$ cat src/rtl/core/sqlts_pkg.sv
// sqlts_pkg: types, codes and byte classes shared by the SQL token scanner.
// Depends on nothing; every scanner module imports it.
`default_nettype none

package sqlts_pkg;

  localparam int OUT_POS_W  = 32;
  localparam int OUT_LINE_W = 24;
  localparam int OUT_COL_W  = 16;

  localparam int QDEPTH = 4;
  localparam int QAW    = $clog2(QDEPTH);

  localparam logic KIND_BYTE = 1'b0;
  localparam logic KIND_END  = 1'b1;

  localparam logic ERR_UNTERM = 1'b0;
  localparam logic ERR_UNEXP  = 1'b1;

  localparam logic [3:0] TT_IDENT  = 4'd0;
  localparam logic [3:0] TT_NUMBER = 4'd1;
  localparam logic [3:0] TT_STRING = 4'd2;
  localparam logic [3:0] TT_COMMA  = 4'd3;
  localparam logic [3:0] TT_SEMI   = 4'd4;
  localparam logic [3:0] TT_LPAREN = 4'd5;
  localparam logic [3:0] TT_RPAREN = 4'd6;
  localparam logic [3:0] TT_STAR   = 4'd7;
  localparam logic [3:0] TT_EQUAL  = 4'd8;
  localparam logic [3:0] TT_GREATER = 4'd9;
  localparam logic [3:0] TT_LESS   = 4'd10;
  localparam logic [3:0] TT_PLUS   = 4'd11;
  localparam logic [3:0] TT_MINUS  = 4'd12;
  localparam logic [3:0] TT_PARAM  = 4'd13;
  localparam logic [3:0] TT_END    = 4'd14;

  localparam logic [7:0] CH_NL     = 8'h0A;
  localparam logic [7:0] CH_US     = 8'h5F;
  localparam logic [7:0] CH_DOT    = 8'h2E;
  localparam logic [7:0] CH_QUOTE  = 8'h22;
  localparam logic [7:0] CH_BSLASH = 8'h5C;
  localparam logic [7:0] CH_QMARK  = 8'h3F;
  localparam logic [7:0] CH_STAR   = 8'h2A;
  localparam logic [7:0] CH_SPACE  = 8'h20;
  localparam logic [7:0] CH_COMMA  = 8'h2C;
  localparam logic [7:0] CH_SEMI   = 8'h3B;
  localparam logic [7:0] CH_LPAREN = 8'h28;
  localparam logic [7:0] CH_RPAREN = 8'h29;
  localparam logic [7:0] CH_EQUAL  = 8'h3D;
  localparam logic [7:0] CH_GT     = 8'h3E;
  localparam logic [7:0] CH_LT     = 8'h3C;
  localparam logic [7:0] CH_PLUS   = 8'h2B;
  localparam logic [7:0] CH_MINUS  = 8'h2D;

  typedef enum logic [2:0] {
    MODE_IDLE,
    MODE_IDENT,
    MODE_NUMBER,
    MODE_STRING,
    MODE_ESCAPE,
    MODE_DEAD
  } mode_t;

  typedef enum logic [1:0] {
    REC_VALUE = 2'd0,
    REC_CLOSE = 2'd1,
    REC_ERROR = 2'd2
  } rec_kind_t;

  typedef struct packed {
    rec_kind_t  kind;
    logic [3:0] tt;
    logic       err;
    logic       sel_cur;
  } rec_t;

  typedef struct packed {
    logic [OUT_POS_W-1:0]  pos;
    logic [OUT_LINE_W-1:0] line;
    logic [OUT_COL_W-1:0]  col;
  } where_t;

  typedef struct packed {
    logic [1:0]     n;
    rec_t [2:0]     rec;
    logic [7:0]     b;
    where_t         tok;
    where_t         cur;
  } cmd_t;

  typedef struct packed {
    logic       hit;
    logic [3:0] tt;
  } punct_t;

  function automatic logic is_alpha(input logic [7:0] b);
    return (b inside {[8'h41:8'h5A]}) || (b inside {[8'h61:8'h7A]});
  endfunction

  function automatic logic is_digit(input logic [7:0] b);
    return b inside {[8'h30:8'h39]};
  endfunction

  function automatic logic is_space(input logic [7:0] b);
    return (b == CH_SPACE) || (b inside {[8'h09:8'h0D]});
  endfunction

  function automatic logic is_ident_part(input logic [7:0] b);
    return is_alpha(b) || is_digit(b) || (b == CH_US) || (b == CH_DOT);
  endfunction

  function automatic punct_t punct_type(input logic [7:0] b);
    punct_t p;
    p.hit = 1'b1;
    case (b)
      CH_COMMA:  p.tt = TT_COMMA;
      CH_SEMI:   p.tt = TT_SEMI;
      CH_LPAREN: p.tt = TT_LPAREN;
      CH_RPAREN: p.tt = TT_RPAREN;
      CH_STAR:   p.tt = TT_STAR;
      CH_EQUAL:  p.tt = TT_EQUAL;
      CH_GT:     p.tt = TT_GREATER;
      CH_LT:     p.tt = TT_LESS;
      CH_PLUS:   p.tt = TT_PLUS;
      CH_MINUS:  p.tt = TT_MINUS;
      CH_QMARK:  p.tt = TT_PARAM;
      default: begin
        p.hit = 1'b0;
        p.tt  = TT_IDENT;
      end
    endcase
    return p;
  endfunction

  function automatic rec_t make_rec(input rec_kind_t kind, input logic [3:0] tt,
                                    input logic err, input logic sel_cur);
    rec_t r;
    r.kind    = kind;
    r.tt      = tt;
    r.err     = err;
    r.sel_cur = sel_cur;
    return r;
  endfunction

endpackage

`default_nettype wire

$ cat src/rtl/core/sqlts_front.sv
// sqlts_front: accepts input beats, keeps scan mode and counters, and turns each
// record-yielding beat into one command of up to three records. Depends on sqlts_pkg.
`default_nettype none

module sqlts_front import sqlts_pkg::*; #(
  parameter int POS_WIDTH    = 32,
  parameter int LINE_WIDTH   = 24,
  parameter int COLUMN_WIDTH = 16
) (
  input  wire logic       clk,
  input  wire logic       rst_n,
  input  wire logic       in_push,
  input  wire logic       in_kind,
  input  wire logic [7:0] in_char_byte,
  input  wire logic       q_full,
  output logic            cmd_push,
  output cmd_t            cmd
);

  mode_t                   mode_r, mode_nxt;
  logic [POS_WIDTH-1:0]    pos_r, pos_nxt;
  logic [LINE_WIDTH-1:0]   line_r, line_nxt;
  logic [COLUMN_WIDTH-1:0] col_r, col_nxt;
  where_t                  tstart_r, tstart_nxt;

  logic       acc;
  logic [7:0] b;
  where_t     cur;
  punct_t     pt;

  logic [1:0]  idle_n;
  rec_t [1:0]  idle_rec;
  mode_t       idle_mode;
  logic        idle_adv;
  logic        idle_mark;

  logic [1:0]  n;
  rec_t [2:0]  rec;
  logic        adv;
  logic        mark;
  logic        clear;
  logic        cont;
  logic [3:0]  tt_tok;

  assign acc = in_push && !q_full;
  assign b   = in_char_byte;
  assign pt  = punct_type(b);

  assign cur.pos  = OUT_POS_W'(pos_r);
  assign cur.line = OUT_LINE_W'(line_r);
  assign cur.col  = OUT_COL_W'(col_r);

  // scan one byte from idle; the start of any new token is the current place
  always_comb begin
    idle_n    = 2'd0;
    idle_rec  = '0;
    idle_mode = MODE_IDLE;
    idle_adv  = 1'b0;
    idle_mark = 1'b0;
    if (is_space(b)) begin
      idle_adv = 1'b1;
    end else begin
      idle_mark = 1'b1;
      if (is_alpha(b) || (b == CH_US)) begin
        idle_n      = 2'd1;
        idle_rec[0] = make_rec(REC_VALUE, TT_IDENT, 1'b0, 1'b1);
        idle_mode   = MODE_IDENT;
        idle_adv    = 1'b1;
      end else if (is_digit(b)) begin
        idle_n      = 2'd1;
        idle_rec[0] = make_rec(REC_VALUE, TT_NUMBER, 1'b0, 1'b1);
        idle_mode   = MODE_NUMBER;
        idle_adv    = 1'b1;
      end else if (b == CH_QUOTE) begin
        idle_mode = MODE_STRING;
        idle_adv  = 1'b1;
      end else if (pt.hit) begin
        idle_n      = 2'd2;
        idle_rec[0] = make_rec(REC_VALUE, pt.tt, 1'b0, 1'b1);
        idle_rec[1] = make_rec(REC_CLOSE, pt.tt, 1'b0, 1'b1);
        idle_adv    = 1'b1;
      end else begin
        idle_n      = 2'd1;
        idle_rec[0] = make_rec(REC_ERROR, TT_IDENT, ERR_UNEXP, 1'b1);
        idle_mode   = MODE_DEAD;
      end
    end
  end

  always_comb begin
    n        = 2'd0;
    rec      = '0;
    mode_nxt = mode_r;
    adv      = 1'b0;
    mark     = 1'b0;
    clear    = 1'b0;
    tt_tok   = (mode_r == MODE_IDENT) ? TT_IDENT : TT_NUMBER;
    cont     = (mode_r == MODE_IDENT) ? is_ident_part(b) : (is_digit(b) || (b == CH_DOT));
    if (in_kind == KIND_END) begin
      clear = 1'b1;
      case (mode_r)
        MODE_DEAD: begin
        end
        MODE_STRING, MODE_ESCAPE: begin
          n      = 2'd1;
          rec[0] = make_rec(REC_ERROR, TT_IDENT, ERR_UNTERM, 1'b0);
        end
        MODE_IDENT, MODE_NUMBER: begin
          n      = 2'd2;
          rec[0] = make_rec(REC_CLOSE, tt_tok, 1'b0, 1'b0);
          rec[1] = make_rec(REC_CLOSE, TT_END, 1'b0, 1'b1);
        end
        default: begin
          n      = 2'd1;
          rec[0] = make_rec(REC_CLOSE, TT_END, 1'b0, 1'b1);
        end
      endcase
    end else begin
      case (mode_r)
        MODE_DEAD: begin
        end
        MODE_IDENT, MODE_NUMBER: begin
          if (cont) begin
            n      = 2'd1;
            rec[0] = make_rec(REC_VALUE, tt_tok, 1'b0, 1'b0);
            adv    = 1'b1;
          end else begin
            rec[0]   = make_rec(REC_CLOSE, tt_tok, 1'b0, 1'b0);
            rec[2:1] = idle_rec;
            n        = 2'd1 + idle_n;
            mode_nxt = idle_mode;
            adv      = idle_adv;
            mark     = idle_mark;
          end
        end
        MODE_STRING: begin
          adv = 1'b1;
          if (b == CH_QUOTE) begin
            n        = 2'd1;
            rec[0]   = make_rec(REC_CLOSE, TT_STRING, 1'b0, 1'b0);
            mode_nxt = MODE_IDLE;
          end else if (b == CH_BSLASH) begin
            mode_nxt = MODE_ESCAPE;
          end else begin
            n      = 2'd1;
            rec[0] = make_rec(REC_VALUE, TT_STRING, 1'b0, 1'b0);
          end
        end
        MODE_ESCAPE: begin
          n        = 2'd1;
          rec[0]   = make_rec(REC_VALUE, TT_STRING, 1'b0, 1'b0);
          mode_nxt = MODE_STRING;
          adv      = 1'b1;
        end
        default: begin
          rec[1:0] = idle_rec;
          n        = idle_n;
          mode_nxt = idle_mode;
          adv      = idle_adv;
          mark     = idle_mark;
        end
      endcase
    end
  end

  // counters saturate at the top of their width
  always_comb begin
    pos_nxt    = pos_r;
    line_nxt   = line_r;
    col_nxt    = col_r;
    tstart_nxt = tstart_r;
    if (clear) begin
      pos_nxt         = '0;
      line_nxt        = LINE_WIDTH'(1);
      col_nxt         = COLUMN_WIDTH'(1);
      tstart_nxt.pos  = '0;
      tstart_nxt.line = OUT_LINE_W'(1);
      tstart_nxt.col  = OUT_COL_W'(1);
    end else begin
      if (mark) begin
        tstart_nxt = cur;
      end
      if (adv) begin
        pos_nxt = (&pos_r) ? pos_r : pos_r + POS_WIDTH'(1);
        if (b == CH_NL) begin
          line_nxt = (&line_r) ? line_r : line_r + LINE_WIDTH'(1);
          col_nxt  = COLUMN_WIDTH'(1);
        end else begin
          col_nxt = (&col_r) ? col_r : col_r + COLUMN_WIDTH'(1);
        end
      end
    end
  end

  always_ff @(posedge clk) begin
    if (!rst_n) begin
      mode_r          <= MODE_IDLE;
      pos_r           <= '0;
      line_r          <= LINE_WIDTH'(1);
      col_r           <= COLUMN_WIDTH'(1);
      tstart_r.pos    <= '0;
      tstart_r.line   <= OUT_LINE_W'(1);
      tstart_r.col    <= OUT_COL_W'(1);
    end else if (acc) begin
      mode_r   <= clear ? MODE_IDLE : mode_nxt;
      pos_r    <= pos_nxt;
      line_r   <= line_nxt;
      col_r    <= col_nxt;
      tstart_r <= tstart_nxt;
    end
  end

  assign cmd_push = acc && (n != 2'd0);
  assign cmd.n    = n;
  assign cmd.rec  = rec;
  assign cmd.b    = b;
  assign cmd.tok  = tstart_r;
  assign cmd.cur  = cur;

endmodule

`default_nettype wire

$ cat src/rtl/core/sqlts_queue.sv
// sqlts_queue: short command queue between the scanner front and back.
// Depends on sqlts_pkg for the command type and depth.
`default_nettype none

module sqlts_queue import sqlts_pkg::*; (
  input  wire logic clk,
  input  wire logic rst_n,
  input  wire logic push,
  input  cmd_t      push_cmd,
  output logic      full,
  input  wire logic pop,
  output cmd_t      head,
  output logic      head_valid
);

  cmd_t           mem [QDEPTH];
  logic [QAW-1:0] wr_ptr_r, wr_ptr_nxt;
  logic [QAW-1:0] rd_ptr_r, rd_ptr_nxt;
  logic [QAW:0]   cnt_r, cnt_nxt;
  logic           do_push, do_pop;

  assign full       = (cnt_r == (QAW+1)'(QDEPTH));
  assign head_valid = (cnt_r != '0);
  assign head       = mem[rd_ptr_r];
  assign do_push    = push && !full;
  assign do_pop     = pop && head_valid;

  always_comb begin
    wr_ptr_nxt = do_push ? wr_ptr_r + QAW'(1) : wr_ptr_r;
    rd_ptr_nxt = do_pop ? rd_ptr_r + QAW'(1) : rd_ptr_r;
    cnt_nxt    = cnt_r;
    if (do_push && !do_pop) begin
      cnt_nxt = cnt_r + (QAW+1)'(1);
    end else if (do_pop && !do_push) begin
      cnt_nxt = cnt_r - (QAW+1)'(1);
    end
  end

  always_ff @(posedge clk) begin
    if (do_push) begin
      mem[wr_ptr_r] <= push_cmd;
    end
  end

  always_ff @(posedge clk) begin
    if (!rst_n) begin
      wr_ptr_r <= '0;
      rd_ptr_r <= '0;
      cnt_r    <= '0;
    end else begin
      wr_ptr_r <= wr_ptr_nxt;
      rd_ptr_r <= rd_ptr_nxt;
      cnt_r    <= cnt_nxt;
    end
  end

endmodule

`default_nettype wire

$ cat src/rtl/core/sqlts_back.sv
// sqlts_back: expands queued commands into result records into an output
// register read as a queue, one per cycle unless stalled. Depends on sqlts_pkg.
`default_nettype none

module sqlts_back import sqlts_pkg::*; (
  input  wire logic                   clk,
  input  wire logic                   rst_n,
  input  cmd_t                        head,
  input  wire logic                   head_valid,
  output logic                        q_pop,
  output logic                        out_empty,
  input  wire logic                   out_pop,
  output logic [1:0]                  out_record_kind,
  output logic [7:0]                  out_value_byte,
  output logic [3:0]                  out_token_type,
  output logic [OUT_POS_W-1:0]        out_start_pos,
  output logic [OUT_LINE_W-1:0]       out_start_line,
  output logic [OUT_COL_W-1:0]        out_start_column,
  output logic                        out_error_code,
  output logic                        out_last
);

  logic       valid_r, valid_nxt;
  logic [1:0] idx_r, idx_nxt;
  logic [1:0] kind_r;
  logic [7:0] vb_r;
  logic [3:0] tt_r;
  where_t     where_r;
  logic       err_r;
  logic       last_r;

  rec_t   rec;
  where_t where_sel;
  logic   rec_last;
  logic   load;
  logic   taken;

  assign rec       = head.rec[idx_r];
  assign where_sel = rec.sel_cur ? head.cur : head.tok;
  assign rec_last  = (idx_r == head.n - 2'd1);
  assign taken     = out_pop && valid_r;
  assign load      = head_valid && (!valid_r || out_pop);
  assign q_pop     = load && rec_last;

  always_comb begin
    valid_nxt = valid_r;
    idx_nxt   = idx_r;
    if (load) begin
      valid_nxt = 1'b1;
      idx_nxt   = rec_last ? 2'd0 : idx_r + 2'd1;
    end else if (taken) begin
      valid_nxt = 1'b0;
    end
  end

  always_ff @(posedge clk) begin
    if (!rst_n) begin
      valid_r <= 1'b0;
      idx_r   <= 2'd0;
    end else begin
      valid_r <= valid_nxt;
      idx_r   <= idx_nxt;
    end
  end

  always_ff @(posedge clk) begin
    if (load) begin
      kind_r  <= rec.kind;
      vb_r    <= (rec.kind == REC_VALUE) ? head.b : 8'h00;
      tt_r    <= rec.tt;
      where_r <= where_sel;
      err_r   <= rec.err;
      last_r  <= rec_last;
    end
  end

  assign out_empty        = !valid_r;
  assign out_record_kind  = kind_r;
  assign out_value_byte   = vb_r;
  assign out_token_type   = tt_r;
  assign out_start_pos    = where_r.pos;
  assign out_start_line   = where_r.line;
  assign out_start_column = where_r.col;
  assign out_error_code   = err_r;
  assign out_last         = last_r;

endmodule

`default_nettype wire

$ cat src/rtl/core/sql_token_scanner_top.sv
// sql_token_scanner_top: streaming SQL lexer, one text byte per input beat.
// Depends on sqlts_pkg, sqlts_front, sqlts_queue and sqlts_back.
//
// Input channel: drive in_kind/in_char_byte with in_push high; a beat is taken
// at an edge where in_full is low. in_kind 0 carries a text byte, 1 ends the
// statement and returns the scan state to its reset values.
// Result channel: while out_empty is low the oldest record is on the out_ ports;
// out_pop at such an edge takes it. Each input beat gives zero to three
// records, the final one flagged by out_last; value bytes of a token come first,
// its close record after.
// A record passes through the command queue and then the output register.
// Throughput: one input beat per cycle while each beat gives at most one record
// and the receiver pops; the back end issues one record per cycle unless the
// receiver stalls, so a beat with several records holds the queue head until its
// last one goes out. A four-entry queue between front and back absorbs bursts.
// Reset (rst_n low at a clock edge) empties the queue and output register and
// returns the scanner to idle with the position at 0 and line and column at 1.
// When the receiver stalls the output record holds, the queue fills and
// in_full rises; no record is lost.
`default_nettype none

module sql_token_scanner_top import sqlts_pkg::*; #(
  parameter int POS_WIDTH    = 32,
  parameter int LINE_WIDTH   = 24,
  parameter int COLUMN_WIDTH = 16
) (
  input  wire logic                  clk,
  input  wire logic                  rst_n,
  input  wire logic                  in_push,
  output logic                       in_full,
  input  wire logic                  in_kind,
  input  wire logic [7:0]            in_char_byte,
  output logic                       out_empty,
  input  wire logic                  out_pop,
  output logic [1:0]                 out_record_kind,
  output logic [7:0]                 out_value_byte,
  output logic [3:0]                 out_token_type,
  output logic [OUT_POS_W-1:0]       out_start_pos,
  output logic [OUT_LINE_W-1:0]      out_start_line,
  output logic [OUT_COL_W-1:0]       out_start_column,
  output logic                       out_error_code,
  output logic                       out_last
);

  cmd_t push_cmd;
  cmd_t head;
  logic cmd_push;
  logic q_full;
  logic q_pop;
  logic head_valid;

  assign in_full = q_full;

  sqlts_front #(
    .POS_WIDTH    (POS_WIDTH),
    .LINE_WIDTH   (LINE_WIDTH),
    .COLUMN_WIDTH (COLUMN_WIDTH)
  ) u_front (
    .clk          (clk),
    .rst_n        (rst_n),
    .in_push      (in_push),
    .in_kind      (in_kind),
    .in_char_byte (in_char_byte),
    .q_full       (q_full),
    .cmd_push     (cmd_push),
    .cmd          (push_cmd)
  );

  sqlts_queue u_queue (
    .clk        (clk),
    .rst_n      (rst_n),
    .push       (cmd_push),
    .push_cmd   (push_cmd),
    .full       (q_full),
    .pop        (q_pop),
    .head       (head),
    .head_valid (head_valid)
  );

  sqlts_back u_back (
    .clk              (clk),
    .rst_n            (rst_n),
    .head             (head),
    .head_valid       (head_valid),
    .q_pop            (q_pop),
    .out_empty        (out_empty),
    .out_pop          (out_pop),
    .out_record_kind  (out_record_kind),
    .out_value_byte   (out_value_byte),
    .out_token_type   (out_token_type),
    .out_start_pos    (out_start_pos),
    .out_start_line   (out_start_line),
    .out_start_column (out_start_column),
    .out_error_code   (out_error_code),
    .out_last         (out_last)
  );

endmodule

`default_nettype wire

$ cat config.mk
export PLATFORM = sky130hd
export DESIGN_NAME = sql_token_scanner_top
export DESIGN_NICKNAME = d
export VERILOG_FILES = /design/src/rtl/core/sqlts_pkg.sv /design/src/rtl/core/sqlts_front.sv /design/src/rtl/core/sqlts_queue.sv /design/src/rtl/core/sqlts_back.sv /design/src/rtl/core/sql_token_scanner_top.sv
export SDC_FILE = /design/constraint.sdc
export NUM_CORES = 1
export LEC_CHECK = 0
export BUFFER_PORTS_ARGS = -buffer_cell sky130_fd_sc_hd__buf_4
export CAP_MARGIN = 30
export CORE_ASPECT_RATIO = 0.9
export CORE_MARGIN = 3
export CORE_UTILIZATION = 51
export CTS_BUF_LIST = sky130_fd_sc_hd__clkbuf_16
export CTS_CLUSTER_SIZE = 10
export DETAILED_ROUTE_END_ITERATION = 8
export PLACE_DENSITY = 0.67
export SLEW_MARGIN = 25
export SYNTH_ARGS = -nofsm -noshare
export SYNTH_HDL_FRONTEND = slang
export SYNTH_SLANG_ARGS = --single-unit
$ cat constraint.sdc
create_clock -name clk -period 7.5 [get_ports clk]
set_input_delay 0.375 -clock clk [delete_from_list [all_inputs] [get_ports clk]]
set_output_delay 0.375 -clock clk [all_outputs]
set_load 0.01 [all_outputs]
==> impl_metrics.yaml, run 1 <==
grt:
  met1_usage_pct: 30.84
  antenna_found_initial: 0
  grt_usage_pct: 22.34
  grt_busiest_layer: "met2"
  grt_start_max_net_pins: 97
  met2_usage_pct: 36.72
  grt_overflow_total: 0
  grt_pass1_wl_um: 131100
  gr-usage-met3_pct: 3.786
  grt_pass1_vias: 22087
final_layout:
  drive_gt1_share_pct: 12.37
  final_cell_mix: "784 x edfxtp_1, 291 x nand2_1, 227 x mux2i_1, 158 x dfxtp_1, 136 x buf_4"
  layout_commonest_cell: "edfxtp_1"
  fin_nets: 2605
  area_growth_pct: 13.03
  layoutNonFillerInstCount: 3618
  antenna_cells: 0
die:
  fp.dieW_um: 290.5
  coreArea_um2: 71910
  die_area_um2: 76130
  die_y_um: 262.1
  pin_count: 103
  core.rowCount: 93
  initial_core_util_pct: 51.67
yosys:
  ys_types: 77
  post_synth.cell_area_avg_um2: 14.90
  synth.net_count: 2516
  ys.flop_type: "edfxtp_1"
  synth_seq_cells: 943
  synth_cells: 2494
  synth_edf_count: 784
  seq_area_frac_synth_pct: 71.93
  ys.warnings.count: 0
  async_reset_ff_share_pct: 0
  netlist_area_um2: 37150
place:
  dp_hpwl_um: 47500
  io_buffers: 102
  dp_slack_ns: 2.980
  dp_cells: 3418
  place.gp.congestion: 0.8505
worst_setup_path:
  r2r_start: "u_front.mode_r[1]$_SDFFE_PN0P_"
  cp_top_family: "simple AND/OR/NAND/NOR gates"
  crit_buf_inv: 1
  max_stage_delay_ns: 0.85
  critPathRequiredTime_ns: 7.78
  path_cells: "nand2b_1 > nor2_1 > a211o_2 > nor4_1 > o31a_1 > a22o_1 > and2_4 > buf_4"
  cp_max_fo: 58
  slowest_stage: "dfxtp_1"
  end_kind: "register"
  crit_path_start_kind: "register"
  crit_start: "u_front.mode_r[1]$_SDFFE_PN0P_"
  worstPathArrival_ns: 4.88
  path_class: "register to register"
sta:
  whs_ns: 0.06153
  rsz0062_at_grt: "false"
  hold_viol: 0
  setup_ws_ns: 2.900
  report.final.setup_viol: 0
  period_needed_ns: 4.600
  fmax_mhz: 217.4
  tns_ns: 0
  slew_viol_final: 0
  worst_pin_slew_ns: 0.9832
  skew_ns: 0.02071
  slew_headroom_pct: 34.31
  period_share_pct: 61.34
min_path:
  holdCritStartpoint: "in_char_byte[0]"
  min_path_type: "input pin to register"
power_and_ir_drop:
  combinationalPowerShare_pct: 27.5
  cellPowerDensity_nw_per_um2: 377.6
  power_frac_clock_pct: 28.1
  irDropWorstVdd_uv: 229.2
  p_leak_nw: 14.70
  intPower_mw: 10.99
  total_power_mw: 15.86
  switching_power_mw: 4.868
  sequentialPowerShare_pct: 44.4
  swShare_pct: 30.70
cts:
  cts-htree-levels: 3
  path_clk_slew_ns: 0.06
  hold_buffers: 6
  tritoncts.num_buffers: 104
  cts_resized: 0
  clk_path_buf_depth: 3
  cts-root-buf: "clkbuf_16"
  clock-sinks: 943
  clk_latency_ns: 0.66
  cts_tree: "built"
  post_cts_buffers: 0
flow_run:
  max_cap_viol_count: 0
detailed_routing:
  wl_um: 86410
  firstDrtPassIters: 5
  drt_iter0_drc: 2078
  vias_per_cell: 6.106
  ant_nets: 0
  wire_per_inst_um: 23.88
  drcViolationCount: 0
  vias: 22092
outcome:
  status: "finished, final reports clean"
==> sequential cells by signal, summed over array words and instances, names as in the netlist, named ones only <==
name and cells:
u_queue.rd_ptr_r 2, u_queue.cnt_r 3, u_back.out_error_code 1, u_front.pos_r 32, u_back.idx_r 2, u_front.line_r 24, u_back.out_token_type 4, u_queue.mem 696
u_front.col_r 16, u_back.out_last 1, u_back.out_start_pos 32, u_front.cmd 72, u_queue.wr_ptr_r 2, u_back.out_record_kind 2, u_back.out_start_line 24, u_back.valid_r 1
u_back.out_start_column 16, u_back.out_value_byte 8, u_front.mode_r 3
==> synth_stat cells, types with 14 or more instances <==
| master | n | area share [%] |
|---|---|---|
| a21oi_1 | 60 | 0.81 |
| a221oi_1 | 73 | 1.7 |
| a32o_1 | 73 | 2.0 |
| and2_1 | 18 | 0.30 |
| buf_2 | 40 | 0.54 |
| clkbuf_1 | 111 | 1.1 |
| dfxtp_1 | 159 | 8.6 |
| edfxtp_1 | 784 | 63 |
| inv_1 | 21 | 0.21 |
| mux2i_1 | 227 | 6.1 |
| mux4_2 | 30 | 1.8 |
| nand2_1 | 292 | 2.9 |
| nand2b_1 | 22 | 0.37 |
| nand3_1 | 34 | 0.46 |
| nand4_1 | 88 | 1.5 |
| nor2_1 | 55 | 0.56 |
| nor2b_1 | 26 | 0.44 |
| o21ai_0 | 111 | 1.5 |
| o31ai_1 | 14 | 0.28 |
| or3_1 | 31 | 0.52 |
| or4_1 | 25 | 0.51 |
| xnor2_1 | 18 | 0.42 |
==> per-stage QoR <==
step,util (%),instance area (um^2)
2_1_floorplan,-,37150
3_3_place_gp,53.95,38800
3_5_place_dp,54.02,38840
4_1_cts,58.29,41920
5_1_grt,58.40,42000
6_report,58.40,42000
==> power groups by stage <==
stage | registers, mW | clock network [mW] | logic [mW]
2_1_floorplan | 7.25 | 0 | 2.77
3_3_place_gp | 7.14 | 0 | 4.23
3_5_place_dp | 7.16 | 0 | 4.34
4_1_cts | 7.06 | 4.53 | 4.37
5_1_grt | 7.12 | 4.75 | 4.71
6_report | 7.05 | 4.45 | 4.36
==> final timing paths <==
path | end | cells past startpoint | slack (ns)
setup / recovery | u_queue.mem[1][98]$_DFFE_PP_ | 8 | 2.90
setup reg to reg | u_queue.mem[1][98]$_DFFE_PP_ | 8 | 2.90
hold / removal | u_queue.mem[3][144]$_DFFE_PP_ | 1 | 0.06
hold reg to reg | u_back.valid_r$_SDFFE_PN0P_ | 2 | 0.50
==> worst register-to-register path: cells and delay by family (launching register included) <==
| family | cells | cell delay [ns] |
|---|---|---|
| buffers and inverters | 1 | 0.59 |
| and+or+nand+nor | 4 | 1.67 |
| AOI/OAI and AO/OA | 3 | 1.08 |
| DFF | 1 | 0.85 |
==> kinds of logic (layout without fill, tap and decap cells) <==
family,Yosys count,count (layout),share of synthesized area [%]
DFF,943,943,71.93
and+or+nand+nor,653,653,8.766
AOI/OAI and AO/OA,419,419,8.284
muxes,257,257,7.934
buffers and inverters,190,364,2.219
xor gates and xnor gates,23,23,0.5422
adders and majority gates,9,9,0.3233
==> layer usage <==
layer	part of all wire, %	vias up	wire, um
li1	-	9954	-
met1	43	11197	36940
met2	48	803	41390
met3	6.8	138	5870
met4	2.6	0	2205
met5	0	-	0
==> final cells by class <==
cell class,instances,area [um^2]
flip-flops and latches,943,26730
well taps,950,1189
fillers,5528,29920
repair buffers,152,1304
clock buffers,105,2628
clock inverters,86,387.9
multi-input cells,1361,9679
inverters,21,81.33
Note: power is estimated with default switching activity, not from simulation.
==> inputs of run 2 (changes only) <==
--- a/config.mk
+++ b/config.mk
@@ -13,7 +13,7 @@
 export CTS_BUF_LIST = sky130_fd_sc_hd__clkbuf_16
 export CTS_CLUSTER_SIZE = 10
 export DETAILED_ROUTE_END_ITERATION = 8
-export PLACE_DENSITY = 0.67
+export PLACE_DENSITY = 0.7
 export SLEW_MARGIN = 25
 export SYNTH_ARGS = -nofsm -noshare
 export SYNTH_HDL_FRONTEND = slang
==> constraint.sdc (replaced) <==
create_clock -name clk -period 4.15 [get_ports clk]
set_input_delay 0.2075 -clock clk [delete_from_list [all_inputs] [get_ports clk]]
set_output_delay 0.2075 -clock clk [all_outputs]
set_load 0.01 [all_outputs]
==> run 2 against run 1 <==
Global-route usage is 0.67 points lower. Via count is 0.21% lower. Critical path depth is 6 higher. Largest cell class unchanged. Hold slack better by 0.054 ns. Critical path type is now input pin to register. Clock power is 82% higher. Sequential share of layout area is 0.60 points lower.
==> impl_metrics.yaml, run 2 (synthesized netlist as in run 1, its figures left out) <==
outcome:
  status: "finished, final reports clean"
cts:
  clock-sinks: 943
  path_clk_slew_ns: 0.06
  cts_tree: "built"
  cts_resized: 0
  cts-htree-levels: 3
  tritoncts.num_buffers: 105
  clk_path_buf_depth: 3
  cts-root-buf: "clkbuf_16"
  clk_latency_ns: 0.67
  post_cts_buffers: 0
  hold_buffers: 10
die:
  die_area_um2: 76130
  die_y_um: 262.1
  core.rowCount: 93
  pin_count: 103
  coreArea_um2: 71910
  fp.dieW_um: 290.5
  initial_core_util_pct: 51.67
final_layout:
  antenna_cells: 0
  largest-register: "u_queue.mem"
  drive_gt1_share_pct: 13.19
  layout_commonest_cell: "edfxtp_1"
  area_growth_pct: 14.11
  final_cell_mix: "784 x edfxtp_1, 291 x nand2_1, 227 x mux2i_1, 158 x dfxtp_1, 149 x buf_4"
  fin_nets: 2634
  fin_util_pct: 58.96
  largest_register_ffs: 696
power_and_ir_drop:
  cellPowerDensity_nw_per_um2: 680.2
  p_leak_nw: 14.89
  irDropWorstVdd_uv: 420.7
  total_power_mw: 28.84
sta:
  report.final.setup_viol: 0
  setup_ws_ns: 0.5014
  period_needed_ns: 3.649
  whs_ns: 0.1154
  period_share_pct: 87.92
  rsz0062_at_grt: "false"
  slew_headroom_pct: 31.12
  fmax_mhz: 274.1
  worst_pin_slew_ns: 1.033
  slew_viol_final: 0
  skew_ns: 0.04496
  hold_viol: 0
place:
  dp_slack_ns: 0.4153
  io_buffers: 102
  place.gp.congestion: 0.8589
  dp_hpwl_um: 46880
grt:
  antenna_found_initial: 2
  grt_overflow_total: 0
  grt_pass1_wl_um: 128200
  grt_pass1_vias: 21914
  grt_start_max_net_pins: 93
  grt_usage_pct: 21.67
worst_setup_path:
  critPathRequiredTime_ns: 4.74
  worstPathArrival_ns: 4.24
  crit_path_start_kind: "input pin"
  path_class: "input pin to register"
  cp_max_fo: 23
  r2r_start: "u_front.pos_r[0]$_SDFFE_PN0P_"
  end_kind: "register"
  ff2ff_path_depth: 9
  crit_start: "in_char_byte[1]"
min_path:
  timing.hold.worst_path_depth: 5
  min_path_type: "input pin to register"
  holdCritStartpoint: "in_push"
detailed_routing:
  firstDrtPassIters: 5
  ant_nets: 0
  wire_per_inst_um: 22.80
  drcViolationCount: 0
  drt_iter0_drc: 1801
  wl_um: 83190
  vias_per_cell: 6.043
  vias: 22046
flow_run:
  max_cap_viol_count: 0
run 2: cell count changes in the layout (fill, tap and decap cells not counted), moves of 2 or more:
cell,delta
buf_12,+13
buf_4,+13
dlygate4sd3_1,+4
clkinv_1,+3
inv_1,-3
buf_16,-2
clkinv_8,+2
run 2: cell type report:
type	count	area (um^2)
clock buffer	106	2653
multi-input combinational	1361	9677
sequential	943	26730
timing repair buffer	180	1647
fill	5437	29520
inverter	21	81.33
tap	950	1189
clock inverter	87	422.9
run 2: worst paths after layout:
path / slack (ns) / to
worst max-delay path: 0.50 / u_queue.cnt_r[2]$_SDFFE_PN0P_
worst min register to register: 0.50 / u_queue.mem[0][141]$_DFFE_PP_
worst max register to register: 0.75 / u_front.pos_r[9]$_SDFFE_PN0P_
worst min-delay path: 0.12 / u_front.mode_r[1]$_SDFFE_PN0P_
run 2: through the flow:
stage	cells	TNS [ns]	instance area, um^2
detailed placement	3445	0	39220
floorplan	2494	-399.94	37160
CTS	3648	0	42400
global route	3648	0	42400
global placement	3444	0	39190
finish	3648	0	42400
run 2: power breakdown:
| part | total [mW] | internal [mW] | switching (mW) |
|---|---|---|---|
| combinational | 8.13 | 3.28 | 4.84 |
| sequential | 12.6 | 12.2 | 0.448 |
| clock | 8.10 | 4.59 | 3.51 |
| total | 28.8 | 20.0 | 8.80 |
run 2: critical path, stage by stage:
cell	delay [ns]
dlygate4sd3_1	0.54
buf_4	0.20
or4_1	0.53
o221a_2	0.29
and2_1	0.22
nor4_1	0.43
o31a_1	0.29
a22o_1	0.24
ha_1	0.21
inv_1	0.07
fa_1	0.37
xor2_1	0.18
or3_1	0.31
a21boi_0	0.16
run 2: metal layers:
layer,part of all wire [%],global-route usage (%),vias to the layer above
met5,0,0,-
met4,2.7,6.880,0
met3,6.9,3.896,137
met2,48,36.08,766
met1,42,29.30,11143
li1,-,-,10000
